File: src/rtl/pird_pkg.sv
// shared types, codes and constants of the palette image decoder
package pird_pkg;

  // default sizes, handed down from the top level
  localparam int DEF_PALETTE_ENTRIES = 4096;
  localparam int DEF_MAX_WIDTH       = 1024;
  localparam int DEF_MAX_HEIGHT      = 512;

  // channel widths
  localparam int IN_TDATA_W  = 40;
  localparam int IN_TUSER_W  = 1;
  localparam int OUT_TDATA_W = 40;
  localparam int OUT_TUSER_W = 2;
  localparam int CFG_INDEX_W = 2;
  localparam int CFG_DATA_W  = 11;
  localparam int COLOR_W     = 16;

  // item kinds on in_tuser
  localparam logic CMD_LOAD = 1'b0;
  localparam logic CMD_DATA = 1'b1;

  // configuration register indexes
  localparam logic [CFG_INDEX_W-1:0] REG_PIXEL_MODE   = 2'd0;
  localparam logic [CFG_INDEX_W-1:0] REG_IMAGE_WIDTH  = 2'd1;
  localparam logic [CFG_INDEX_W-1:0] REG_IMAGE_HEIGHT = 2'd2;
  localparam logic [CFG_INDEX_W-1:0] REG_CLUT_SELECT  = 2'd3;

  // pixel modes
  localparam logic [1:0] MODE_4BPP  = 2'd0;
  localparam logic [1:0] MODE_8BPP  = 2'd1;
  localparam logic [1:0] MODE_16BPP = 2'd2;
  localparam logic [1:0] MODE_24BPP = 2'd3;

  // bytes gathered towards a direct colour
  localparam logic [1:0] PH_NONE = 2'd0;
  localparam logic [1:0] PH_ONE  = 2'd1;
  localparam logic [1:0] PH_TWO  = 2'd2;

  // where a pixel's colour comes from
  localparam logic [1:0] SRC_PALETTE = 2'd0;
  localparam logic [1:0] SRC_BGR555  = 2'd1;
  localparam logic [1:0] SRC_RGB888  = 2'd2;

  // pixel request from the issue stage to the output stage
  typedef struct packed {
    logic [1:0]  src;
    logic [23:0] direct;     // bgr555 in low bits, or {b, g, r}
    logic [7:0]  color_index;
    logic        index_valid;
    logic        last_of_run;
    logic        end_of_frame;
  } pix_req_t;

endpackage

File: src/rtl/pird_out.sv
// pixel stage behind the palette read and the output register
module pird_out (
  input  logic                              clk,
  input  logic                              rst_n,
  input  logic                              req_valid,
  input  pird_pkg::pix_req_t                req,
  input  logic [pird_pkg::COLOR_W-1:0]      ram_rdata,
  output logic                              adv,
  output logic                              out_tvalid,
  input  logic                              out_tready,
  output logic [pird_pkg::OUT_TDATA_W-1:0]  out_tdata,
  output logic [pird_pkg::OUT_TUSER_W-1:0]  out_tuser,
  output logic                              out_tlast
);
  import pird_pkg::*;

  logic        p_valid_r, p_valid_nxt;
  pix_req_t    p_req_r;
  logic        o_valid_r, o_valid_nxt;
  logic [OUT_TDATA_W-1:0] o_data_r, o_data_nxt;
  logic [OUT_TUSER_W-1:0] o_user_r, o_user_nxt;
  logic        o_last_r, o_last_nxt;
  logic        p_move;
  logic [15:0] c555;
  logic [7:0]  red, green, blue, alpha;

  always_comb begin
    p_move = p_valid_r && (!o_valid_r || out_tready);
    adv    = !p_valid_r || p_move;

    // ram data stays put while this stage waits, since no read is issued
    c555 = (p_req_r.src == SRC_PALETTE) ? ram_rdata : p_req_r.direct[15:0];
    if (p_req_r.src == SRC_RGB888) begin
      red   = p_req_r.direct[7:0];
      green = p_req_r.direct[15:8];
      blue  = p_req_r.direct[23:16];
      alpha = 8'hFF;
    end else begin
      red   = {c555[4:0], 3'b000};
      green = {c555[9:5], 3'b000};
      blue  = {c555[14:10], 3'b000};
      alpha = (c555 == 16'd0) ? 8'h00 : 8'hFF;
    end

    p_valid_nxt = adv ? req_valid : p_valid_r;
    o_valid_nxt = p_move ? 1'b1 : (o_valid_r && !out_tready);
    o_data_nxt  = o_data_r;
    o_user_nxt  = o_user_r;
    o_last_nxt  = o_last_r;
    if (p_move) begin
      o_data_nxt = {p_req_r.color_index, alpha, blue, green, red};
      o_user_nxt = {p_req_r.end_of_frame, p_req_r.index_valid};
      o_last_nxt = p_req_r.last_of_run;
    end
  end

  always_ff @(posedge clk) begin
    if (!rst_n) begin
      p_valid_r <= 1'b0;
      o_valid_r <= 1'b0;
    end else begin
      p_valid_r <= p_valid_nxt;
      o_valid_r <= o_valid_nxt;
    end
  end

  always_ff @(posedge clk) begin
    if (adv && req_valid) begin
      p_req_r <= req;
    end
    o_data_r <= o_data_nxt;
    o_user_r <= o_user_nxt;
    o_last_r <= o_last_nxt;
  end

  assign out_tvalid = o_valid_r;
  assign out_tdata  = o_data_r;
  assign out_tuser  = o_user_r;
  assign out_tlast  = o_last_r;

endmodule
File: config.mk
export PLATFORM = sky130hd
export DESIGN_NAME = pird_out
export DESIGN_NICKNAME = d
export VERILOG_FILES = /design/src/rtl/pird_pkg.sv /design/src/rtl/pird_out.sv
export SDC_FILE = /design/constraint.sdc
export NUM_CORES = 1
export LEC_CHECK = 0
export BUFFER_PORTS_ARGS = -buffer_cell sky130_fd_sc_hd__buf_2
export CAP_MARGIN = 20
export CORE_UTILIZATION = 52
export CTS_BUF_LIST = sky130_fd_sc_hd__clkbuf_16
export DETAILED_ROUTE_END_ITERATION = 8
export GPL_ROUTABILITY_DRIVEN = 1
export PLACE_DENSITY = 0.83
export SLEW_MARGIN = 40
export SYNTH_ARGS = -nofsm -noshare
export SYNTH_HDL_FRONTEND = slang
export SYNTH_SLANG_ARGS = --single-unit
File: constraint.sdc
create_clock -name clk -period 7.8 [get_ports clk]
set_clock_uncertainty 0.1 [all_clocks]
set_input_delay 1.56 -clock clk [delete_from_list [all_inputs] [get_ports clk]]
set_output_delay 1.56 -clock clk [all_outputs]
set_load 0.02 [all_outputs]
### Word level (Yosys, flattened, before mapping)

Cells that the tools add are included.

* output and inout bits: 45
* flip-flop bits (word level): 82

* equal/unequal tests: 1
* muxes and demuxes: 6
* reduce and logical (&&, ||, !) cells: 10

Operators by type and width (number)
* 2-to-1 mux 8 bit: 4
* zero test 16 bit: 1
* 2-to-1 mux 16 bit: 1
* logical AND 1 bit: 3
* zero test 1 bit: 3
* equality test 2 bit, second input constant: 1
* zero test 2 bit: 1
* logical OR 1 bit: 2
* 2-to-1 mux 1 bit: 1

### Logic depth before layout (Yosys ltp)

Gate-level depths: netlist of the first run.

* word-level depth: 5
* depth in mapped cells: 4
* mapped depth without buffers: 3

### Least setup slack after synthesis of the first run

OpenSTA, ideal clock, no wires.

* kind: input to register
* from: input port out_tready
* to: register o_data_r[0] (netlist: out_tdata[0]), enable pin
* path slack: 4.012 ns
* arrival: 3.255 ns
* stages: 2
* cells stage by stage: nor2b_1 -> nor2b_1

* longest elaborated chain between the ends: 2

RTL lines
* start: declaration: RTL line pird_out.sv:10 `input logic out_tready,`
* logical OR 1 bit: RTL line pird_out.sv:28 `p_move = p_valid_r && (!o_valid_r || out_tready);`
* logical AND 1 bit: RTL line pird_out.sv:28
* named net p_move: RTL line pird_out.sv:23 `logic p_move;`
* end signal: assignment: RTL line pird_out.sv:71 `o_data_r <= o_data_nxt;`
* end: declaration: RTL line pird_out.sv:20 `logic [OUT_TDATA_W-1:0] o_data_r, o_data_nxt;`

The timed path passes the listed nets, and every way through them passes these cells.
A chain may end at the register's enable or synchronous reset.

### Worst setup path after layout of the first run

* from: input port out_tready
* to: output port adv

* longest elaborated chain between the ends: 3

RTL lines
* logical OR 1 bit: RTL line pird_out.sv:28
* logical AND 1 bit: RTL line pird_out.sv:28
* logical OR 1 bit: RTL line pird_out.sv:29 `adv = !p_valid_r || p_move;`
* end: declaration: RTL line pird_out.sv:8 `output logic adv,`

No other way between the ends.

==> results of run 1 <==
-- cells by family (layout without fill, tap and decap cells) --
group,Yosys count,count (layout)
buf+inv,13,121
simple gates,44,44
flops,75,75
mux,15,15
compound gates,19,19
-- layout by cell type, fill, tap and decap left out, types with 3 or more instances in the layout --
cell type	n
and2_1	10
buf_2	101
clkbuf_16	9
clkinv_4	4
edfxtp_1	73
mux2i_1	15
nand2_1	17
nor2b_1	3
nor4_1	7
o21ai_0	15
-- power groups by stage --
stage	Combinational [mW]	Clock, mW	Sequential, mW
2_1_floorplan	0.0253	0	0.496
3_3_place_gp	0.0607	0	0.489
3_5_place_dp	0.0652	0	0.488
4_1_cts	0.0655	0.375	0.480
5_1_grt	0.0728	0.392	0.481
6_report	0.0664	0.368	0.479
-- cell usage after synthesis --
cell	number
nor2b_1	4
buf_2	1
nor2_1	2
dfxtp_1	2
mux2i_1	15
o21a_1	1
o21ai_0	15
clkbuf_1	3
a21oi_1	2
a221o_1	1
buf_4	8
nand2_1	17
nor2_2	1
and2_1	10
nor4_1	7
nand4_1	1
nand4b_1	1
edfxtp_1	73
buf_6	1
or3_1	1
-- flip-flops by register name, summed over array words and instances (netlist names) --
name        cells
out_tvalid      1
p_req_r        37
out_tuser       2
p_valid_r       1
out_tlast       1
out_tdata      33
-- worst paths after layout --
kind | startpoint | end | slack [ps] | cells past startpoint
max | out_tready | adv | 3900 | 4
min | p_req_r[10] | out_tdata[39] | 320 | 0
max reg2reg | p_req_r[36] | out_tdata[30] | 5810 | 4
min reg2reg | p_req_r[10] | out_tdata[39] | 320 | 0
-- area by class of cell --
class	count	area [sq um]
clock buffers	9	225
clock inverters	7	52.6
fillers	377	1500
multi-input cells	78	490
flip-flops and latches	75	2230
well taps	70	87.6
repair buffers	105	554
-- critical path, delay by kind of cell --
kind | cells | cell delay [ps]
AND/OR/NAND/NOR | 2 | 410
buffers and inverters | 2 | 270
-- layer usage --
| layer | up-vias | wire length (microns) |
|---|---|---|
| li1 | 829 | - |
| met1 | 759 | 1890 |
| met2 | 89 | 2490 |
| met3 | 14 | 330 |
| met4 | 0 | 157 |
| met5 | - | 0 |
-- metrics by stage --
step	setup slack, ps	hold WS, ps
detailed placement	3890	305
global route	3800	322
global placement	3930	302
finish	3900	318
floorplan	4010	300
CTS	3890	318
==> run_results.csv, run 1 <==
group,metric,value,unit
run_status,status,"complete, no violations",
timing,finalSetupViolCount,0,
worst_setup_path,arrival,2240,ps
floorplan,dieArea,0.00569,sq mm
global_route,grt_max_degree,30,
layout,final-instance-count-excl-fill,344,
yosys,synth.top_cell.area_share,0.782,
yosys,synth_area_leader_cell,"edfxtp_1",
yosys,synth_area_per_cell,16.9,sq um
clock_network,post_cts.repair.setup_buffers,0,
clock_network,htreeDepth,3,
clock_network,cts_root_buf,"clkbuf_16",
clock_network,cts_sinks,75,
floorplan,die_y,75.4,microns
yosys,netlist_instances,166,
detailed_routing,drt_iter0_drc,144,
timing,hold_violations,0,
worst_setup_path,path_common_cell,"buf_2",
worst_setup_path,start_kind,"primary input",
placed_design,finalWeightedCongestion,0.879,
floorplan,io_pins,102,
floorplan,row_count,26,
yosys,ys_seq_area_frac,0.796,
worst_setup_path,required,6140,ps
clock_network,cts_tree,"done",
detailed_routing,viasPerCell,4.92,
detailed_routing,vias,1691,
yosys,synth_nets,223,
yosys,synth_top_family_by_area,"simple AND/OR/NAND/NOR gates",
clock_network,clk_pin_slew,60,ps
yosys,synth.distinct_cells,20,
power,leakagePower,1.47,nW
timing,rsz0062_at_grt,"false",
yosys,synth-simple-area-share,0.0821,
power,power,914,uW
worst_setup_path,end_kind,"primary output",
power,pwr_density_cell,251,mW/mm^2
floorplan,initial_core_util,0.545,
layout,area.growth.synth_to_final,30.0,%
placed_design,placed_area,0.00335,sq mm
detailed_routing,drcViolationCount,0,
yosys,synth_fa_ha_area_frac,0,
yosys,synthTopCellsByArea,"edfxtp_1, mux2i_1, o21ai_0",
global_route,grt_pass1_vias,1526,
global_route,grt_pass1_wl,7290,microns
global_route,grt_overflow_total,0,
timing,min_period,3900,ps
clock_network,cts_resized,0,
timing,fmax,256,MHz
power,p_sw,201,uW
global_route,use_met3,0.0450,
detailed_routing,routed_wl,4870,microns
placed_design,io_buffers,101,
power,internal_power,712,uW
worst_setup_path,critical_path.max_fanout,4,
yosys,synth-compound-area-share,0.0366,
global_route,track_usage,0.191,
layout,fin_area,0.00364,sq mm
detailed_routing,avgRoutedWirePerCell,14.2,microns
layout,fin_nets,326,
timing,setup_tns,0,ps
placed_design,hpwl,3660,microns
global_route,grt_busiest_layer,"met2",
job,drv_cap,0,
timing,slew_headroom,0.636,
global_route,antenna_found_initial,0,
timing,finalCritPeriodShare,0.500,
placed_design,dp_cells,327,
clock_network,insertion_delay,330,ps
global_route,grt_use_met1,0.240,
yosys,synth_mux_area_frac,0.0536,
clock_network,numCtsBuffers,9,
timing,final_max_slew_viol_count,0,
clock_network,clock_path_buffers,2,
worst_hold_path,hold_class,"reg -> reg",
clock_network,postCtsHoldBufs,0,
yosys,synth_area,0.00280,sq mm
worst_setup_path,slowest_delay,300,ps
timing,tightest_slew,545,ps
worst_setup_path,crit_slowest_cell,"nor2b_1",
yosys,synth_seq_cells,75,
detailed_routing,ant_nets,0,
floorplan,core-area,0.00514,sq mm
worst_setup_path,worstPathCellList,"buf_2 -> nor2b_1 -> nand2_1 -> buf_2",
power,sequentialPowerShare,0.524,
layout,drive_gt1_frac,0.445,
worst_setup_path,crit_type,"in -> out",
power,peakVddDrop,0.183,mV
layout,num_antenna_cells,0,
global_route,grt_use_met2,0.288,
yosys,ys_warn_count,0,
yosys,synthXorXnorAreaFrac,0,
power,p_clk_frac,0.403,
layout,finalCoreUtilization,0.709,
power,comb_power_share,0.073,
floorplan,dieWidth,75.4,microns
detailed_routing,drtPass1Iterations,4,
power,swShare,0.220,
(Power assumes the default switching activity.)
==> run 2, diff against run 1 <==
Settings changed: CORE_UTILIZATION 52 to 44, PLACE_DENSITY 0.83 to 0.75.
Clock period 7.8 ns to 3.41 ns, I/O delays scaled along.
==> run 2 against run 1 <==
Hold slack got worse by 2.8 ps. Global-route usage decreased by 1.9 points. Combinational power increased by 130%. Sequential share of layout area decreased by 0.36 points. Critical path depth unchanged. Clock power increased by 140%. Wire length increased by 5.7%. Utilization decreased by 10 points. Flip-flop and latch count unchanged. Cell count increased by 1.5%. Die area increased by 18%. Critical path type unchanged. Largest cell class unchanged.
==> run_results.csv, run 2 (same netlist as run 1, synthesis figures left out) <==
group,metric,value,unit
layout,drive_gt1_frac,0.449,
power,swShare,0.230,
detailed_routing,m1WireLength,2080,microns
worst_setup_path,critical_path.max_fanout,4,
detailed_routing,drtPass1Iterations,4,
global_route,track_usage,0.172,
placed_design,pre_cts_slack,1260,ps
worst_setup_path,end_kind,"primary output",
floorplan,dieWidth,81.8,microns
layout,area.growth.synth_to_final,30.7,%
worst_hold_path,hold_start,"p_req_r[5]",
detailed_routing,drcViolationCount,0,
clock_network,htreeDepth,3,
detailed_routing,wl_met3,284,microns
detailed_routing,drt_iter0_drc,95,
power,peakVddDrop,0.344,mV
detailed_routing,avgRoutedWirePerCell,14.7,microns
placed_design,finalWeightedCongestion,0.878,
timing,finalSetupViolCount,0,
layout,layout_commonest_cell,"buf_2",
layout,nFillCells,476,
floorplan,row_count,28,
clock_network,post_cts.repair.setup_buffers,0,
power,comb_power_share,0.072,
worst_setup_path,crit_type,"in -> out",
clock_network,clk_pin_slew,60,ps
layout,fin_nets,326,
timing,tightest_slew,554,ps
global_route,grt_pass1_wl,7890,microns
clock_network,numCtsBuffers,9,
detailed_routing,viasPerCell,4.79,
power,internal_power,1.64,mW
worst_hold_path,holdPathStages,0,
power,leakagePower,1.47,nW
worst_setup_path,r2r-start,"p_req_r[36]",
detailed_routing,routed_wl,5150,microns
detailed_routing,ant_nets,0,
clock_network,cts_tree,"done",
placed_design,placed_area,0.00336,sq mm
worst_hold_path,hold_end,"out_tdata[34]",
timing,slew_headroom,0.630,
global_route,grt_max_degree,38,
clock_network,postCtsHoldBufs,0,
layout,top_register,"p_req_r",
worst_setup_path,r2r_cells,4,
timing,finalCritPeriodShare,0.629,
worst_hold_path,hold_class,"reg -> reg",
power,sequentialPowerShare,0.515,
layout,largest_reg_flops,37,
global_route,grt_overflow_total,0,
timing,final_max_slew_viol_count,0,
layout,num_antenna_cells,0,
timing,hold_violations,0,
timing,rsz0062_at_grt,"false",
clock_network,clock_path_buffers,2,
layout,fin_area,0.00366,sq mm
placed_design,io_buffers,101,
layout,finalCoreUtilization,0.608,
timing,fmax,466,MHz
clock_network,cts_root_buf,"clkbuf_16",
layout,final_cell_mix,"buf_2, edfxtp_1, nand2_1",
global_route,antenna_found_initial,0,
worst_setup_path,reg2reg_to,"out_tdata[30]",
timing,min_period,2150,ps
power,p_sw,489,uW
floorplan,initial_core_util,0.465,
worst_setup_path,required,2630,ps
detailed_routing,highest_layer,"met4",
floorplan,io_pins,102,
timing,setup_tns,0,ps
power,p_clk_frac,0.413,
global_route,grt_pass1_vias,1607,
worst_setup_path,r2r_setup_slack,1490,ps
job,drv_cap,0,
floorplan,die_y,81.8,microns
clock_network,cts_sinks,75,
timing,layout_setup_ws,1270,ps
worst_setup_path,arrival,1360,ps
worst_setup_path,start_kind,"primary input",
floorplan,dieArea,0.00669,sq mm
detailed_routing,vias,1673,
clock_network,insertion_delay,330,ps
placed_design,hpwl,3760,microns
floorplan,core-area,0.00603,sq mm
power,pwr_density_cell,580,mW/mm^2
clock_network,cts_resized,0,
run_status,status,"complete, no violations",
detailed_routing,wl_met2,2580,microns
==> run 2: power groups by stage <==
stage | Combinational (mW) | Sequential, mW | Clock [mW]
6_report | 0.153 | 1.10 | 0.877
5_1_grt | 0.169 | 1.10 | 0.935
4_1_cts | 0.148 | 1.10 | 0.897
3_5_place_dp | 0.148 | 1.12 | 0
3_3_place_gp | 0.141 | 1.12 | 0
2_1_floorplan | 0.0579 | 1.13 | 0
==> run 2: layer usage <==
layer | vias up | GRT usage
li1 | 829 | -
met1 | 761 | 0.217
met2 | 68 | 0.252
met3 | 15 | 0.0400
met4 | 0 | 0.137
met5 | - | 0
==> run 2: worst max path at each step <==
stage | cells past startpoint | startpoint | to | slack, ps
after floorplan | 2 | out_tready | out_tdata[0] | 500
after global placement | 4 | out_tready | adv | 1290
after detailed placement | 4 | out_tready | adv | 1260
after CTS | 4 | out_tready | adv | 1260
after global routing | 4 | out_tready | adv | 1220
final | 4 | out_tready | adv | 1270
==> run 2: final cells by class <==
type | instances | area (sq um) | area share
repair buffers | 105 | 563 | 0.154
multi-input cells | 78 | 490 | 0.134
well taps | 75 | 93.8 | 0.0256
clock buffers | 9 | 225 | 0.0615
clock inverters | 7 | 58.8 | 0.0161
flip-flops and latches | 75 | 2230 | 0.609
==> run 2: per-stage QoR <==
| step | std cells | hold WS [ps] | power [mW] |
|---|---|---|---|
| 6_report | 349 | 315 | 2.13 |
| 5_1_grt | 349 | 325 | 2.20 |
| 4_1_cts | 347 | 314 | 2.15 |
| 3_5_place_dp | 331 | 306 | 1.27 |
| 3_3_place_gp | 330 | 300 | 1.26 |
| 2_1_floorplan | 166 | 300 | 1.19 |
==> run 2: worst max-delay path: stages <==
cell,delay [ps]
buf_2,100
nor2b_1,310
nand2_1,110
buf_2,170
