<file path="src/rtl/pird_pkg.sv">
// shared types, codes and constants of the palette image decoder
package pird_pkg;

  // default sizes, handed down from the top level
  localparam int DEF_PALETTE_ENTRIES = 4096;
  localparam int DEF_MAX_WIDTH       = 1024;
  localparam int DEF_MAX_HEIGHT      = 512;

  // channel widths
  localparam int IN_TDATA_W  = 40;
  localparam int IN_TUSER_W  = 1;
  localparam int OUT_TDATA_W = 40;
  localparam int OUT_TUSER_W = 2;
  localparam int CFG_INDEX_W = 2;
  localparam int CFG_DATA_W  = 11;
  localparam int COLOR_W     = 16;

  // item kinds on in_tuser
  localparam logic CMD_LOAD = 1'b0;
  localparam logic CMD_DATA = 1'b1;

  // configuration register indexes
  localparam logic [CFG_INDEX_W-1:0] REG_PIXEL_MODE   = 2'd0;
  localparam logic [CFG_INDEX_W-1:0] REG_IMAGE_WIDTH  = 2'd1;
  localparam logic [CFG_INDEX_W-1:0] REG_IMAGE_HEIGHT = 2'd2;
  localparam logic [CFG_INDEX_W-1:0] REG_CLUT_SELECT  = 2'd3;

  // pixel modes
  localparam logic [1:0] MODE_4BPP  = 2'd0;
  localparam logic [1:0] MODE_8BPP  = 2'd1;
  localparam logic [1:0] MODE_16BPP = 2'd2;
  localparam logic [1:0] MODE_24BPP = 2'd3;

  // bytes gathered towards a direct colour
  localparam logic [1:0] PH_NONE = 2'd0;
  localparam logic [1:0] PH_ONE  = 2'd1;
  localparam logic [1:0] PH_TWO  = 2'd2;

  // where a pixel's colour comes from
  localparam logic [1:0] SRC_PALETTE = 2'd0;
  localparam logic [1:0] SRC_BGR555  = 2'd1;
  localparam logic [1:0] SRC_RGB888  = 2'd2;

  // pixel request from the issue stage to the output stage
  typedef struct packed {
    logic [1:0]  src;
    logic [23:0] direct;     // bgr555 in low bits, or {b, g, r}
    logic [7:0]  color_index;
    logic        index_valid;
    logic        last_of_run;
    logic        end_of_frame;
  } pix_req_t;

endpackage

</file>
<file path="src/rtl/pird_issue.sv">
// input holding stage, configuration, frame counters and palette access issue
module pird_issue #(
  parameter int PALETTE_ENTRIES = pird_pkg::DEF_PALETTE_ENTRIES,
  parameter int MAX_WIDTH       = pird_pkg::DEF_MAX_WIDTH,
  parameter int MAX_HEIGHT      = pird_pkg::DEF_MAX_HEIGHT
) (
  input  logic                                 clk,
  input  logic                                 rst_n,
  input  logic                                 cfg_we,
  input  logic [pird_pkg::CFG_INDEX_W-1:0]     cfg_index,
  input  logic [pird_pkg::CFG_DATA_W-1:0]      cfg_wdata,
  input  logic                                 in_tvalid,
  output logic                                 in_tready,
  input  logic [pird_pkg::IN_TDATA_W-1:0]      in_tdata,
  input  logic [pird_pkg::IN_TUSER_W-1:0]      in_tuser,
  output logic                                 ram_we,
  output logic [$clog2(PALETTE_ENTRIES)-1:0]   ram_waddr,
  output logic [pird_pkg::COLOR_W-1:0]         ram_wdata,
  output logic                                 ram_re,
  output logic [$clog2(PALETTE_ENTRIES)-1:0]   ram_raddr,
  input  logic                                 adv,
  output logic                                 req_valid,
  output pird_pkg::pix_req_t                   req
);
  import pird_pkg::*;

  localparam int AW = $clog2(PALETTE_ENTRIES);
  localparam int CW = $clog2(MAX_WIDTH);
  localparam int RW = $clog2(MAX_HEIGHT);

  // held input item
  logic          h_valid_r, h_valid_nxt;
  logic          h_cmd_r;
  logic [11:0]   h_addr_r;
  logic [15:0]   h_word_r;
  logic [7:0]    h_byte_r;
  logic          nib_hi_r, nib_hi_nxt;

  // configuration
  logic [1:0]    mode_r, mode_nxt;
  logic [CW-1:0] wlast_r, wlast_nxt;
  logic [RW-1:0] hlast_r, hlast_nxt;
  logic [7:0]    sel_r, sel_nxt;

  // decode state
  logic [15:0]   held_r, held_nxt;
  logic [1:0]    phase_r, phase_nxt;
  logic [CW-1:0] col_r, col_nxt;
  logic [RW-1:0] row_r, row_nxt;
  logic          done_r, done_nxt;

  logic          is_data, emits, fire, consume, row_end, frame_end;
  logic [3:0]    nibble;
  logic [15:0]   pal_addr;

  always_comb begin
    is_data   = (h_cmd_r == CMD_DATA);
    row_end   = (col_r == wlast_r);
    frame_end = row_end && (row_r == hlast_r);
    nibble    = nib_hi_r ? h_byte_r[7:4] : h_byte_r[3:0];

    case (mode_r)
      MODE_4BPP:  emits = 1'b1;
      MODE_8BPP:  emits = 1'b1;
      MODE_16BPP: emits = (phase_r != PH_NONE);
      MODE_24BPP: emits = (phase_r == PH_TWO);
      default:    emits = 1'b0;
    endcase
    emits = emits && is_data && !done_r;

    fire    = h_valid_r && (!emits || adv);
    // a low nibble that does not end a row keeps the byte for its high nibble
    consume = fire && !(emits && (mode_r == MODE_4BPP) && !nib_hi_r && !row_end);

    in_tready = !h_valid_r || consume;

    // palette base is select*16 or select*256, wrapped to the memory size
    if (mode_r == MODE_4BPP) begin
      pal_addr = {4'b0, sel_r, nibble};
    end else begin
      pal_addr = {sel_r, h_byte_r};
    end

    ram_we    = fire && !is_data;
    ram_waddr = AW'({4'b0, h_addr_r});
    ram_wdata = h_word_r;
    ram_re    = fire && emits && (mode_r inside {MODE_4BPP, MODE_8BPP});
    ram_raddr = AW'(pal_addr);

    req_valid          = fire && emits;
    req.color_index    = 8'd0;
    req.index_valid    = 1'b0;
    req.last_of_run    = 1'b1;
    req.end_of_frame   = frame_end;
    req.direct         = {8'd0, h_byte_r, held_r[7:0]};
    case (mode_r)
      MODE_4BPP: begin
        req.src         = SRC_PALETTE;
        req.color_index = {4'b0, nibble};
        req.index_valid = 1'b1;
        req.last_of_run = nib_hi_r || row_end;
      end
      MODE_8BPP: begin
        req.src         = SRC_PALETTE;
        req.color_index = h_byte_r;
        req.index_valid = 1'b1;
      end
      MODE_16BPP: begin
        req.src = SRC_BGR555;
      end
      MODE_24BPP: begin
        req.src    = SRC_RGB888;
        req.direct = {h_byte_r, held_r[15:8], held_r[7:0]};
      end
      default: begin
        req.src = SRC_PALETTE;
      end
    endcase

    // next state
    h_valid_nxt = h_valid_r;
    if (consume) begin
      h_valid_nxt = 1'b0;
    end
    if (in_tvalid && in_tready) begin
      h_valid_nxt = 1'b1;
    end

    nib_hi_nxt = nib_hi_r;
    if (consume) begin
      nib_hi_nxt = 1'b0;
    end else if (fire && emits) begin
      nib_hi_nxt = 1'b1;
    end

    held_nxt  = held_r;
    phase_nxt = phase_r;
    col_nxt   = col_r;
    row_nxt   = row_r;
    done_nxt  = done_r;
    if (fire && is_data && !done_r) begin
      if (mode_r inside {MODE_16BPP, MODE_24BPP}) begin
        if (emits) begin
          held_nxt  = 16'd0;
          phase_nxt = PH_NONE;
        end else if (phase_r == PH_NONE) begin
          held_nxt  = {8'd0, h_byte_r};
          phase_nxt = PH_ONE;
        end else begin
          held_nxt  = {h_byte_r, held_r[7:0]};
          phase_nxt = PH_TWO;
        end
      end
      if (emits) begin
        if (row_end) begin
          col_nxt = '0;
          if (row_r == hlast_r) begin
            row_nxt  = '0;
            done_nxt = 1'b1;
          end else begin
            row_nxt = row_r + RW'(1);
          end
        end else begin
          col_nxt = col_r + CW'(1);
        end
      end
    end

    mode_nxt  = mode_r;
    wlast_nxt = wlast_r;
    hlast_nxt = hlast_r;
    sel_nxt   = sel_r;
    if (cfg_we) begin
      case (cfg_index)
        REG_PIXEL_MODE: mode_nxt = cfg_wdata[1:0];
        REG_IMAGE_WIDTH: begin
          if (cfg_wdata == '0) begin
            wlast_nxt = '0;
          end else if (cfg_wdata > MAX_WIDTH) begin
            wlast_nxt = CW'(MAX_WIDTH - 1);
          end else begin
            wlast_nxt = CW'(cfg_wdata - 11'd1);
          end
        end
        REG_IMAGE_HEIGHT: begin
          if (cfg_wdata[9:0] == '0) begin
            hlast_nxt = '0;
          end else if (cfg_wdata[9:0] > MAX_HEIGHT) begin
            hlast_nxt = RW'(MAX_HEIGHT - 1);
          end else begin
            hlast_nxt = RW'(cfg_wdata[9:0] - 10'd1);
          end
        end
        REG_CLUT_SELECT: sel_nxt = cfg_wdata[7:0];
        default: sel_nxt = sel_r;
      endcase
      // any register write restarts the frame
      held_nxt  = 16'd0;
      phase_nxt = PH_NONE;
      col_nxt   = '0;
      row_nxt   = '0;
      done_nxt  = 1'b0;
    end
  end

  always_ff @(posedge clk) begin
    if (!rst_n) begin
      h_valid_r <= 1'b0;
      nib_hi_r  <= 1'b0;
      mode_r    <= MODE_4BPP;
      wlast_r   <= '0;
      hlast_r   <= '0;
      sel_r     <= 8'd0;
      held_r    <= 16'd0;
      phase_r   <= PH_NONE;
      col_r     <= '0;
      row_r     <= '0;
      done_r    <= 1'b0;
    end else begin
      h_valid_r <= h_valid_nxt;
      nib_hi_r  <= nib_hi_nxt;
      mode_r    <= mode_nxt;
      wlast_r   <= wlast_nxt;
      hlast_r   <= hlast_nxt;
      sel_r     <= sel_nxt;
      held_r    <= held_nxt;
      phase_r   <= phase_nxt;
      col_r     <= col_nxt;
      row_r     <= row_nxt;
      done_r    <= done_nxt;
    end
  end

  always_ff @(posedge clk) begin
    if (in_tvalid && in_tready) begin
      h_cmd_r  <= in_tuser[0];
      h_addr_r <= in_tdata[11:0];
      h_word_r <= in_tdata[27:12];
      h_byte_r <= in_tdata[35:28];
    end
  end

`ifndef SYNTHESIS
  a_one_ram_access: assert property (@(posedge clk) disable iff (!rst_n)
    !(ram_we && ram_re))
    else $error("palette write and read in the same cycle");

  a_high_nibble_held: assert property (@(posedge clk) disable iff (!rst_n)
    nib_hi_r |-> (h_valid_r && mode_r == MODE_4BPP))
    else $error("high nibble pending without a held 4bpp byte");

  a_col_in_row: assert property (@(posedge clk) disable iff (!rst_n)
    col_r <= wlast_r)
    else $error("column counter past row end");

  a_no_pixel_after_frame: assert property (@(posedge clk) disable iff (!rst_n)
    (req_valid && req.end_of_frame) |=> !req_valid)
    else $error("pixel issued after end of frame");
`endif

endmodule

</file>
<file path="config.mk">
export PLATFORM = sky130hd
export DESIGN_NAME = pird_issue
export DESIGN_NICKNAME = d
export VERILOG_FILES = /design/src/rtl/pird_pkg.sv /design/src/rtl/pird_issue.sv
export SDC_FILE = /design/constraint.sdc
export NUM_CORES = 1
export LEC_CHECK = 0
export BUFFER_PORTS_ARGS = -buffer_cell sky130_fd_sc_hd__buf_2
export CELL_PAD_IN_SITES_DETAIL_PLACEMENT = 1
export CELL_PAD_IN_SITES_GLOBAL_PLACEMENT = 1
export CORE_MARGIN = 2
export CORE_UTILIZATION = 30
export CTS_BUF_LIST = sky130_fd_sc_hd__clkbuf_8
export DETAILED_ROUTE_END_ITERATION = 10
export PLACE_DENSITY = 0.6
export SLEW_MARGIN = 5
export SYNTH_ARGS = -nofsm -noshare
export SYNTH_HDL_FRONTEND = slang
export SYNTH_SLANG_ARGS = --single-unit
</file>
<file path="constraint.sdc">
create_clock -name clk -period 4 [get_ports clk]
set_clock_uncertainty 0.15 [all_clocks]
set_input_delay 0 -clock clk [delete_from_list [all_inputs] [get_ports clk]]
set_output_delay 0 -clock clk [all_outputs]
set_load 0.05 [all_outputs]
</file>
* Word-level counts from Yosys, hierarchy flattened *
Index checks and enable logic that the tools add are counted.

word-level totals
  register bits after elaboration = 106
  latch bits = 0
  memory bits (writable) = 0
  memory bits (read-only) = 0
  bits of input ports = 59
  word-level logic and storage cells = 97
  memories = 0

operators by class
  add/subtract/negate cells = 4
  $mul = 0
  div/mod/pow operators = 0
  order comparisons = 2
  equality and inequality tests = 9
  shift operators = 0
  multiplexer cells = 19
  bitwise logic cells = 1
  reductions and logical operators = 46

operator list
  operator                                                               count
  16-bit 2-to-1 mux                                                      2
  10-bit 2-to-1 mux                                                      3
  9-bit 2-to-1 mux                                                       3
  24-bit 2-to-1 mux                                                      1
  9-bit case mux with 2 select lines                                     1
  1-bit logical AND                                                      14
  12-bit 2-to-1 mux                                                      1
  2-bit AND reduction                                                    6
  11-bit greater-than comparator (second input constant)                 1
  11-bit zero test                                                       1
  10-bit by 1-bit adder with 10-bit output (second input constant)       1
  10-bit equality test                                                   1
  2-bit equality test (second input constant)                            5
  10-bit greater-than comparator (second input constant)                 1
  10-bit zero test                                                       1
  2-bit nonzero test                                                     5
  10-bit by 1-bit subtractor with 10-bit output (second input constant)  1
  9-bit by 1-bit adder with 9-bit output (second input constant)         1
  9-bit equality test                                                    1
  9-bit by 1-bit subtractor with 9-bit output (second input constant)    1
  1-bit zero test                                                        7
  2-bit zero test                                                        3
  2-bit case mux with 3 select lines                                     1
  3-bit AND reduction                                                    2
  other kinds (9)                                                        17

* Depth between registers and ports, before layout *
Gate-level depths: netlist of the first run.

  depth after elaboration = 13
  gate-level depth with buffers = 8
  gate-level depth less buffers = 6

* Worst setup path before layout of the first run *
No wires, ideal clock.

  path type = register -> register
  from = reg col_r[1]
  to = reg h_byte_r[0], enable pin
  library setup time = 436 ps
  arrival = 2965 ps
  slack = 449 ps
  cell stages (with the launch flop) = 6
  buffers on the path = 0
  clock period less this slack = 3551 ps
  path through = dfxtp_1 > xor2_1 > nor4_2 > nand3_1 > o2bb2ai_1 > nor2b_1

on the way
  word-level cells in the longest chain between the ends = 7

ends and longest elaborated chain
  element                   RTL line           RTL
  start: declaration        pird_issue.sv:48   logic [CW-1:0] col_r, col_nxt;
  start signal: assignment  pird_issue.sv:228  col_r <= col_nxt;
  10-bit equality test      pird_issue.sv:58   row_end = (col_r == wlast_r);
  1-bit zero test           pird_issue.sv:73   consume = fire && !(emits && (mode_r == MODE_4BPP) && !nib_hi_r && !row_end);
  1-bit logical AND         pird_issue.sv:73
  1-bit zero test           pird_issue.sv:73
  1-bit logical AND         pird_issue.sv:73
  1-bit logical OR          pird_issue.sv:75   in_tready = !h_valid_r || consume;
  1-bit logical AND         pird_issue.sv:235  if (in_tvalid && in_tready) begin
  end signal: assignment    pird_issue.sv:239  h_byte_r <= in_tdata[35:28];
  end: declaration          pird_issue.sv:36   logic [7:0] h_byte_r;

Every way passes these cells.
A chain may end at the register's enable or synchronous reset.

* Final worst setup path of the first run *
  from = reg col_r[1]
  to = reg h_addr_r[2], in the netlist ram_waddr[2], enable pin

on the way
  word-level cells in the longest chain between the ends = 7

ends and longest elaborated chain
  element                 RTL line           RTL
  10-bit equality test    pird_issue.sv:58
  1-bit zero test         pird_issue.sv:73
  1-bit logical AND       pird_issue.sv:73
  1-bit zero test         pird_issue.sv:73
  1-bit logical AND       pird_issue.sv:73
  1-bit logical OR        pird_issue.sv:75
  1-bit logical AND       pird_issue.sv:235
  end signal: assignment  pird_issue.sv:237  h_addr_r <= in_tdata[11:0];
  end: declaration        pird_issue.sv:34   logic [11:0] h_addr_r;

Every way passes these cells.

==> results.py, run 1 <==
metrics = {
    "place": {
        "portBuffers": 135,
        "placed_cells": 782,
        "dpl-instance-area_um2": 5710,
        "hpwl_um": 10200,
        "place_congestion": 0.802,
        "place_ws_ns": 1.25,
    },
    "final_layout": {
        "final_common_cell": "buf_2",
        "fin_nets": 708,
        "synthToLayoutAreaGrowth_pct": 35.0,
        "antenna_cells": 0,
        "utilization_pct": 41.5,
        "fin_cells": 867,
        "layout-drive-gt1-share_pct": 28.6,
        "fin_area_um2": 6600,
        "most-common-layout-cells": "buf_2, dfxtp_1, dlygate4sd3_1",
    },
    "synth": {
        "yosysTopAreaCell": "dfxtp_1",
        "seq_area_frac_synth_pct": 51.0,
        "syn-num-nets": 520,
        "async_flop_share_pct": 0,
        "synth.cell_area_um2": 4890,
        "synth_edf_count": 37,
        "ys.flop_type": "dfxtp_1",
        "yosysUniqueCellTypes": 56,
        "synth_top_area_share_pct": 28.2,
        "syn_area_per_cell_um2": 10.7,
        "yosysWarnings": 0,
        "ys_top_cells_by_area": "dfxtp_1, edfxtp_1, xor2_1",
        "synth_cells": 458,
        "synth_seq_cells": 106,
    },
    "floorplanning": {
        "core_um2": 15900,
        "dieWidth_um": 132,
        "start_util_pct": 30.8,
        "die_height_um": 132,
        "io_pins": 140,
        "rows": 46,
        "dieArea_um2": 17300,
    },
    "worst_setup_path": {
        "setup.worst_path.class": "reg2reg",
        "critPathMaxFanout": 37,
        "worst_r2r_endpoint": "ram_waddr[2]$_DFFE_PP_",
        "r2r_cells": 6,
        "cp-end-kind": "register",
        "r2r_setup_slack_ns": 1.28,
        "arrival_ns": 2.62,
        "setup.worst_path.start": "col_r[1]$_SDFFE_PP0P_",
        "required_ns": 3.90,
        "critPathLaunchType": "register",
        "rr_startpoint": "col_r[1]$_SDFFE_PP0P_",
    },
    "routing": {
        "vias": 4115,
        "vias_per_cell": 4.75,
        "dr.first_iter.drc_count": 212,
        "wirelength_um": 14500,
        "wire_per_inst_um": 16.8,
        "drc_errors": 0,
        "antenna_left": 0,
        "drt-pass1-iter-count": 7,
    },
    "worst_hold_path": {
        "worstHoldStart": "in_tdata[10]",
        "worstHoldEndpoint": "ram_waddr[10]$_DFFE_PP_",
        "hold_path.class": "in2reg",
        "worstHoldPathCells": 2,
    },
    "clocking": {
        "clock_sinks": 106,
        "cts.clk_slew.worst_paths_ns": 0.13,
        "worstSkewPairLatency_ns": 0.39,
        "cts_buffers": 9,
        "cts_resized": 0,
        "cts_tree": "built",
        "clockBufferDepth": 2,
        "root_buffer": "clkbuf_8",
        "htree_levels": 3,
    },
    "global_route": {
        "antenna_found_initial": 0,
        "gr-usage-all-layers_pct": 17.1,
        "grt_pass1_vias": 4385,
        "grt_max_degree": 38,
        "grt-ovfl-total": 0,
        "grt_pass1_wl_um": 23700,
    },
    "timing": {
        "holdWs_ns": 0.153,
        "tns_ns": 0,
        "slew_violations": 0,
        "fmax_mhz": 367,
        "setup_viol": 0,
        "relSlewSlack_pct": 53.9,
        "rsz0062_at_grt": "no",
        "fin_crit_ns": 2.72,
        "worst_slack_ns": 1.28,
        "worst_slew_pin_slew_ns": 0.688,
        "min_period_over_period_pct": 68.1,
        "hold_viol": 0,
    },
    "flow_run": {
        "maxCapViolCount": 0,
    },
    "pwr": {
        "ir_worst_vdd_mv": 0.222,
        "power_mw": 2.37,
        "p_leak_nw": 2.90,
        "power_density_nw_per_um2": 358,
    },
    "run_status": {
        "status": "completed",
    },
}
==> critical path, cell delays in order (launching register included) <==
cell and delay (ns):
dfxtp_1 0.36, xor2_1 0.18, nor4_2 0.55, nand3_1 0.29, o2bb2ai_1 0.28, nor2b_4 0.13, buf_4 0.42
==> cell type report <==
class | instances | area [um^2]
clock buffers | 9 | 124
clock inverters | 7 | 80.1
fillers | 1843 | 9290
inverters | 10 | 37.5
multi-input cells | 313 | 2210
flip-flops and latches | 106 | 2490
well taps | 216 | 270
repair buffers | 206 | 1380
==> cells by family (layout without fill, tap and decap cells) <==
logic type      count (synthesis)  in the layout  share of synthesized area [%]
flops                         106            106                           51.0
simple gates                  149            149                           17.8
mux                            36             36                           7.88
compound gates                 87             87                           11.9
fa+ha+maj                       3              3                          0.768
buf+inv                        39            232                           3.89
xor+xnor                       38             38                           6.81
==> cell usage after synthesis, types with 3 or more instances <==
master and count:
nor3_1 3, buf_4 9, ha_1 3, nand2b_1 7, and2_1 7, xnor2_1 9
o21ai_0 24, a31oi_1 3, nor2b_1 17, clkbuf_1 16, xor2_1 29, nand3_1 11
nor2_1 33, and3_1 11, mux2i_1 16, or3_1 4, nand2_1 22, a21oi_1 22
dfxtp_1 69, edfxtp_1 37, a22o_1 22, nor4_4 3, nand4_1 8, mux2_2 20
inv_1 10, nor4_1 6
==> timing repair <==
item                      CTS  global route
hold buffers               69             0
setup buffers               0             0
hold endpoints to repair   63             0
==> report_power, final <==
part / switching [mW] / internal, mW
Sequential: 0.0336 / 1.17
Combinational: 0.327 / 0.154
Clock: 0.436 / 0.249
==> worst max path at each step <==
stage                               to  slack [ns]  depth (start not counted)
2_1_floorplan    h_byte_r[0]$_DFFE_PP_        0.45                          5
5_1_grt          h_byte_r[1]$_DFFE_PP_        1.09                          6
6_report        ram_waddr[2]$_DFFE_PP_        1.28                          6
3_5_place_dp   ram_waddr[10]$_DFFE_PP_        1.25                          6
4_1_cts          h_byte_r[6]$_DFFE_PP_        1.23                          6
3_3_place_gp   ram_waddr[10]$_DFFE_PP_        1.37                          6
==> registers in the layout, summed over array words and instances (netlist names) <==
register and flops:
held_r 16, ram_wdata 16, ram_waddr 12, col_r 10, wlast_r 10, hlast_r 9
row_r 9, h_byte_r 8, sel_r 8, mode_r 2, phase_r 2, done_r 1
h_cmd_r 1, h_valid_r 1, nib_hi_r 1
==> layer usage <==
layer | GRT usage, % | up-vias | share of wire, %
met5 | 0 | - | 0
met2 | 29.9 | 81 | 51
met4 | 6.52 | 0 | 3.1
met1 | 20.6 | 1998 | 43
met3 | 3.70 | 27 | 3.1
li1 | - | 2009 | -
(Power assumes the default switching activity.)
==> inputs of run 2 (changes only) <==
--- a/config.mk
+++ b/config.mk
@@ -5,6 +5,7 @@
 export SDC_FILE = /design/constraint.sdc
 export NUM_CORES = 1
 export LEC_CHECK = 0
+export ABC_AREA = 1
 export BUFFER_PORTS_ARGS = -buffer_cell sky130_fd_sc_hd__buf_2
 export CELL_PAD_IN_SITES_DETAIL_PLACEMENT = 1
 export CELL_PAD_IN_SITES_GLOBAL_PLACEMENT = 1
@@ -12,7 +13,7 @@
 export CORE_UTILIZATION = 30
 export CTS_BUF_LIST = sky130_fd_sc_hd__clkbuf_8
 export DETAILED_ROUTE_END_ITERATION = 10
-export PLACE_DENSITY = 0.6
+export PLACE_DENSITY = 0.65
 export SLEW_MARGIN = 5
 export SYNTH_ARGS = -nofsm -noshare
 export SYNTH_HDL_FRONTEND = slang
==> constraint.sdc (replaced) <==
create_clock -name clk -period 2.5 [get_ports clk]
set_clock_uncertainty 0.15 [all_clocks]
set_input_delay 0 -clock clk [delete_from_list [all_inputs] [get_ports clk]]
set_output_delay 0 -clock clk [all_outputs]
set_load 0.05 [all_outputs]
==> results.py, run 2 <==
metrics = {
    "run_status": {
        "status": "completed",
    },
    "floorplanning": {
        "core_um2": 16600,
        "io_pins": 140,
        "dieArea_um2": 18100,
        "die_height_um": 134,
        "dieWidth_um": 134,
        "start_util_pct": 30.8,
        "rows": 47,
    },
    "synth": {
        "seq_area_frac_synth_pct": 48.8,
        "async_flop_share_pct": 0,
        "synth_edf_count": 37,
        "synth_seq_cells": 106,
        "ys.flop_type": "dfxtp_1",
        "yosysWarnings": 0,
        "syn-num-nets": 711,
        "synth.cell_area_um2": 5100,
        "synth_top_cells_by_count": "nand2_1, inv_1, dfxtp_1, nor2_1",
        "yosysUniqueCellTypes": 39,
        "syn_area_per_cell_um2": 7.87,
        "ys_top_cells_by_area": "dfxtp_1, edfxtp_1, nand2_1",
        "synth_cells": 649,
        "yosysTopAreaCell": "dfxtp_1",
        "yosysMostFrequentCell": "nand2_1",
        "synth_top_area_share_pct": 27.1,
    },
    "worst_setup_path": {
        "rr_startpoint": "col_r[6]$_SDFFE_PP0P_",
        "required_ns": 2.35,
        "cp_common_cell": "nand2_1",
        "arrival_ns": 2.13,
        "cp-end-kind": "output port",
        "cpPeakStageDelay_ns": 0.41,
        "r2r_setup_slack_ns": 0.29,
        "setup.worst_path.start": "col_r[6]$_SDFFE_PP0P_",
        "r2r_cells": 9,
        "critPathMaxFanout": 6,
        "cpMaxStageDelayCell": "dfxtp_1",
        "setup.worst_path.class": "reg2out",
        "critPathLaunchType": "register",
        "path_cells": "inv_2, nand2_1, nand2_1, nor2_1, nand3_1, nor2_4, inv_1, nor3_1, buf_4",
    },
    "flow_run": {
        "maxCapViolCount": 0,
    },
    "timing": {
        "relSlewSlack_pct": 60.9,
        "fmax_mhz": 438,
        "slew_violations": 0,
        "setup_viol": 0,
        "min_period_over_period_pct": 91.2,
        "worst_slew_pin_slew_ns": 0.582,
        "hold_viol": 0,
        "fin_crit_ns": 2.28,
        "rsz0062_at_grt": "no",
        "holdWs_ns": 0.0151,
    },
    "routing": {
        "vias_per_cell": 4.57,
        "drc_errors": 0,
        "antenna_left": 0,
        "drt-pass1-iter-count": 4,
        "wire_per_inst_um": 15.7,
        "vias": 4844,
        "dr.first_iter.drc_count": 209,
        "wirelength_um": 16600,
    },
    "clocking": {
        "postCtsSetupBuffers": 0,
        "htree_levels": 3,
        "worstSkewPairLatency_ns": 0.40,
        "clock_sinks": 106,
        "cts_buffers": 9,
        "cts.clk_slew.worst_paths_ns": 0.11,
        "clockBufferDepth": 2,
        "root_buffer": "clkbuf_8",
        "cts_tree": "built",
    },
    "final_layout": {
        "final_common_cell": "nand2_1",
        "layout-drive-gt1-share_pct": 22.9,
        "synthToLayoutAreaGrowth_pct": 32.1,
        "fin_nets": 896,
        "seqCellArea_um2": 2490,
        "multi_input_area_um2": 2130,
        "most-common-layout-cells": "nand2_1, buf_2, inv_1",
        "antenna_cells": 0,
        "fillers": 2073,
    },
    "global_route": {
        "grt_pass1_vias": 5184,
        "antenna_found_initial": 0,
        "gr-usage-all-layers_pct": 18.5,
        "grt-ovfl-total": 0,
        "grt_pass1_wl_um": 26300,
        "grt_max_degree": 38,
    },
    "place": {
        "place_congestion": 0.799,
        "portBuffers": 135,
        "hpwl_um": 12000,
    },
    "worst_hold_path": {
        "hold_path.class": "in2reg",
        "worstHoldPathCells": 6,
        "worstHoldStart": "cfg_index[1]",
    },
    "pwr": {
        "power_mw": 3.84,
        "p_leak_nw": 2.93,
        "ir_worst_vdd_mv": 0.344,
        "power_density_nw_per_um2": 569,
    },
}
-- run 2: cells by family (layout without fill, tap and decap cells) --
kind of cell               Yosys count  in the layout  synth area share [%]
AOI/OAI and AO/OA                  101            101                  10.2
buffers and inverters              113            303                  9.71
DFF                                106            106                  48.8
and+or+nand+nor                    307            307                  27.3
adders and majority gates            3              3                 0.735
xor gates and xnor gates            19             19                  3.26
-- run 2: path summary, 6_finish.rpt --
path	end
min reg2reg	phase_r[1]$_SDFFE_PP0P_
min	wlast_r[5]$_SDFFE_PN0P_
max	req[0]
max reg2reg	ram_wdata[6]$_DFFE_PP_
-- run 2: area by class of cell --
cell class	instances	share of cell area, %
tap	220	4.08
timing repair buffer	200	19.6
inverter	87	4.90
clock buffer	9	1.84
sequential	106	37.0
multi-input combinational	430	31.6
clock inverter	7	1.00
-- run 2: through the flow --
step / setup slack, ns / cell area (um^2) / util (%) / TNS, ns / std cells
after floorplan: -0.0811 / 5120 / - / -0.649 / 649
final: 0.219 / 6740 / 40.7 / 0 / 1059
after global placement: 0.405 / 5970 / 36.0 / 0 / 986
after global routing: 0.0257 / 6740 / 40.7 / 0 / 1059
after CTS: 0.0146 / 6730 / 40.6 / 0 / 1059
after detailed placement: 0.339 / 5970 / 36.0 / 0 / 986
-- run 2: report_power, final --
part / switching [mW] / internal (mW) / total, mW
clock: 0.709 / 0.395 / 1.10
combinational: 0.589 / 0.239 / 0.828
sequential: 0.0487 / 1.86 / 1.91
total: 1.35 / 2.49 / 3.84
-- run 2: timing repair --
item	CTS	global route
hold buffers	57	0
endpoints found under the setup margin	0	9
endpoints found under the hold margin	67	0
gates resized for setup	0	4
-- run 2: critical path: cells and delay by family, from the launching register on --
family                 cells  cell delay, ns
buffers and inverters      3            0.39
DFF                        1            0.41
and+or+nand+nor            6            0.92
-- run 2: metal layers --
layer / share of wire, % / global-route usage [%] / routed length [um]
met1: 45 / 23.3 / 7470
met2: 49 / 31.4 / 8090
met3: 4.2 / 4.23 / 699
met4: 2.0 / 5.91 / 329
met5: 0 / 0 / 0
==> inputs of run 3 (changes only) <==
--- a/config.mk
+++ b/config.mk
@@ -9,11 +9,11 @@
 export BUFFER_PORTS_ARGS = -buffer_cell sky130_fd_sc_hd__buf_2
 export CELL_PAD_IN_SITES_DETAIL_PLACEMENT = 1
 export CELL_PAD_IN_SITES_GLOBAL_PLACEMENT = 1
-export CORE_MARGIN = 2
-export CORE_UTILIZATION = 30
+export CORE_UTILIZATION = 35
 export CTS_BUF_LIST = sky130_fd_sc_hd__clkbuf_8
 export DETAILED_ROUTE_END_ITERATION = 10
-export PLACE_DENSITY = 0.65
+export PLACE_DENSITY = 0.75
+export RECOVER_POWER = 100
 export SLEW_MARGIN = 5
 export SYNTH_ARGS = -nofsm -noshare
 export SYNTH_HDL_FRONTEND = slang
==> results.py, run 3 (synthesis gave the netlist of run 2 again) <==
metrics = {
    "run_status": {
        "status": "completed",
    },
    "final_layout": {
        "fin_nets": 898,
        "layout-drive-gt1-share_pct": 14.6,
        "fin_cells": 1021,
        "antenna_cells": 0,
        "most-common-layout-cells": "nand2_1, inv_1, dfxtp_1",
        "final_common_cell": "nand2_1",
        "synthToLayoutAreaGrowth_pct": 29.0,
    },
    "floorplanning": {
        "start_util_pct": 36.4,
        "dieArea_um2": 15100,
        "io_pins": 140,
        "core_um2": 14000,
        "die_height_um": 123,
        "dieWidth_um": 123,
        "rows": 43,
    },
    "clocking": {
        "cts_buffers": 9,
        "cts.clk_slew.worst_paths_ns": 0.11,
        "clockBufferDepth": 2,
        "worstSkewPairLatency_ns": 0.40,
        "clock_sinks": 106,
        "cts_tree": "built",
        "root_buffer": "clkbuf_8",
        "htree_levels": 3,
    },
    "global_route": {
        "grt-ovfl-total": 0,
        "antenna_found_initial": 0,
        "grt_max_degree": 38,
        "gr-usage-all-layers_pct": 24.1,
        "grt_pass1_vias": 5403,
        "grt_pass1_wl_um": 27700,
    },
    "routing": {
        "wire_per_inst_um": 17.1,
        "drt-pass1-iter-count": 4,
        "dr.first_iter.drc_count": 262,
        "wirelength_um": 17500,
        "vias_per_cell": 4.95,
        "antenna_left": 0,
        "vias": 5050,
        "drc_errors": 0,
    },
    "pwr": {
        "ir_worst_vdd_mv": 0.366,
        "p_leak_nw": 2.73,
        "power_density_nw_per_um2": 591,
    },
    "timing": {
        "fin_crit_ns": 2.28,
        "rsz0062_at_grt": "no",
        "relSlewSlack_pct": 55.5,
        "setup_viol": 0,
        "worst_slew_pin_slew_ns": 0.670,
        "hold_viol": 0,
        "worst_slack_ns": 0.218,
        "slew_violations": 0,
        "min_period_over_period_pct": 91.3,
        "fmax_mhz": 438,
    },
    "place": {
        "portBuffers": 135,
        "place_congestion": 0.894,
        "placed_cells": 946,
        "place_ws_ns": 0.431,
        "hpwl_um": 11800,
    },
    "worst_setup_path": {
        "setup.worst_path.class": "reg2out",
        "setup.worst_path.start": "col_r[2]$_SDFFE_PP0P_",
        "critPathMaxFanout": 4,
        "worst_r2r_endpoint": "col_r[6]$_SDFFE_PP0P_",
        "cp-end-kind": "output port",
        "required_ns": 2.35,
        "rr_startpoint": "mode_r[1]$_SDFFE_PN0P_",
        "r2r_setup_slack_ns": 0.26,
        "r2r_cells": 8,
        "critPathLaunchType": "register",
        "arrival_ns": 2.13,
        "endpoint": "req[0]",
    },
    "worst_hold_path": {
        "hold_path.class": "in2reg",
    },
    "flow_run": {
        "maxCapViolCount": 0,
    },
}
[run 3: worst min path at each step]
stage                       from                endpoint  slack, ns  cells past startpoint
finish                       adv   nib_hi_r$_SDFFE_PP0P_       0.02                      5
global placement    in_tdata[14]  ram_wdata[2]$_DFFE_PP_       0.03                      1
floorplan           in_tdata[28]   h_byte_r[0]$_DFFE_PP_      -0.05                      0
detailed placement   in_tdata[8]  ram_waddr[8]$_DFFE_PP_       0.03                      1
CTS                          adv   col_r[7]$_SDFFE_PP0P_       0.03                      5
global route                 adv   nib_hi_r$_SDFFE_PP0P_       0.04                      5
[run 3: critical path, stage by stage, from the launching register on]
cell	delay, ns
dfxtp_1	0.38
inv_2	0.07
nand2_1	0.06
nand2_1	0.05
nor2_1	0.20
nand3_1	0.18
nor2_4	0.16
inv_1	0.10
nor3_1	0.21
clkbuf_2	0.32
[run 3: timing repair]
action	CTS	global route
hold buffers	56	0
setup buffers	0	3
gates resized for setup	0	3
endpoints found under the setup margin	0	18
hold endpoints to repair	81	0
[run 3: report_power, final]
group          total (mW)  leakage (nW)  internal [mW]  switching (mW)
sequential           1.91         0.914           1.86          0.0523
clock                1.16         0.109          0.484           0.674
combinational       0.822          1.71          0.221           0.601
[run 3: metal layers]
layer  global-route usage, %  share of wire, %
met4                    7.85               2.5
met5                       0                 0
met2                    43.3                52
met3                    4.88               4.3
met1                    28.6                41
[run 3: through the flow]
stage | area (um^2) | TNS, ns | total power, mW | utilization, % | hold slack [ns]
global route | 6590 | 0 | 4.05 | 46.9 | 0.0449
detailed placement | 5920 | 0 | 2.69 | 42.2 | 0.0283
floorplan | 5120 | -0.649 | 2.47 | - | -0.0511
finish | 6590 | 0 | 3.89 | 46.9 | 0.0179
CTS | 6690 | 0 | 3.88 | 47.6 | 0.0342
global placement | 5920 | 0 | 2.67 | 42.2 | 0.0267
[run 3: cell type report]
cell class                 count  area, um^2
clock buffer                   9         124
clock inverter                 7        82.6
fill                        1788        7460
inverter                      87         330
multi-input combinational    430        2090
sequential                   106        2490
tap                          180         225
timing repair buffer         202        1240
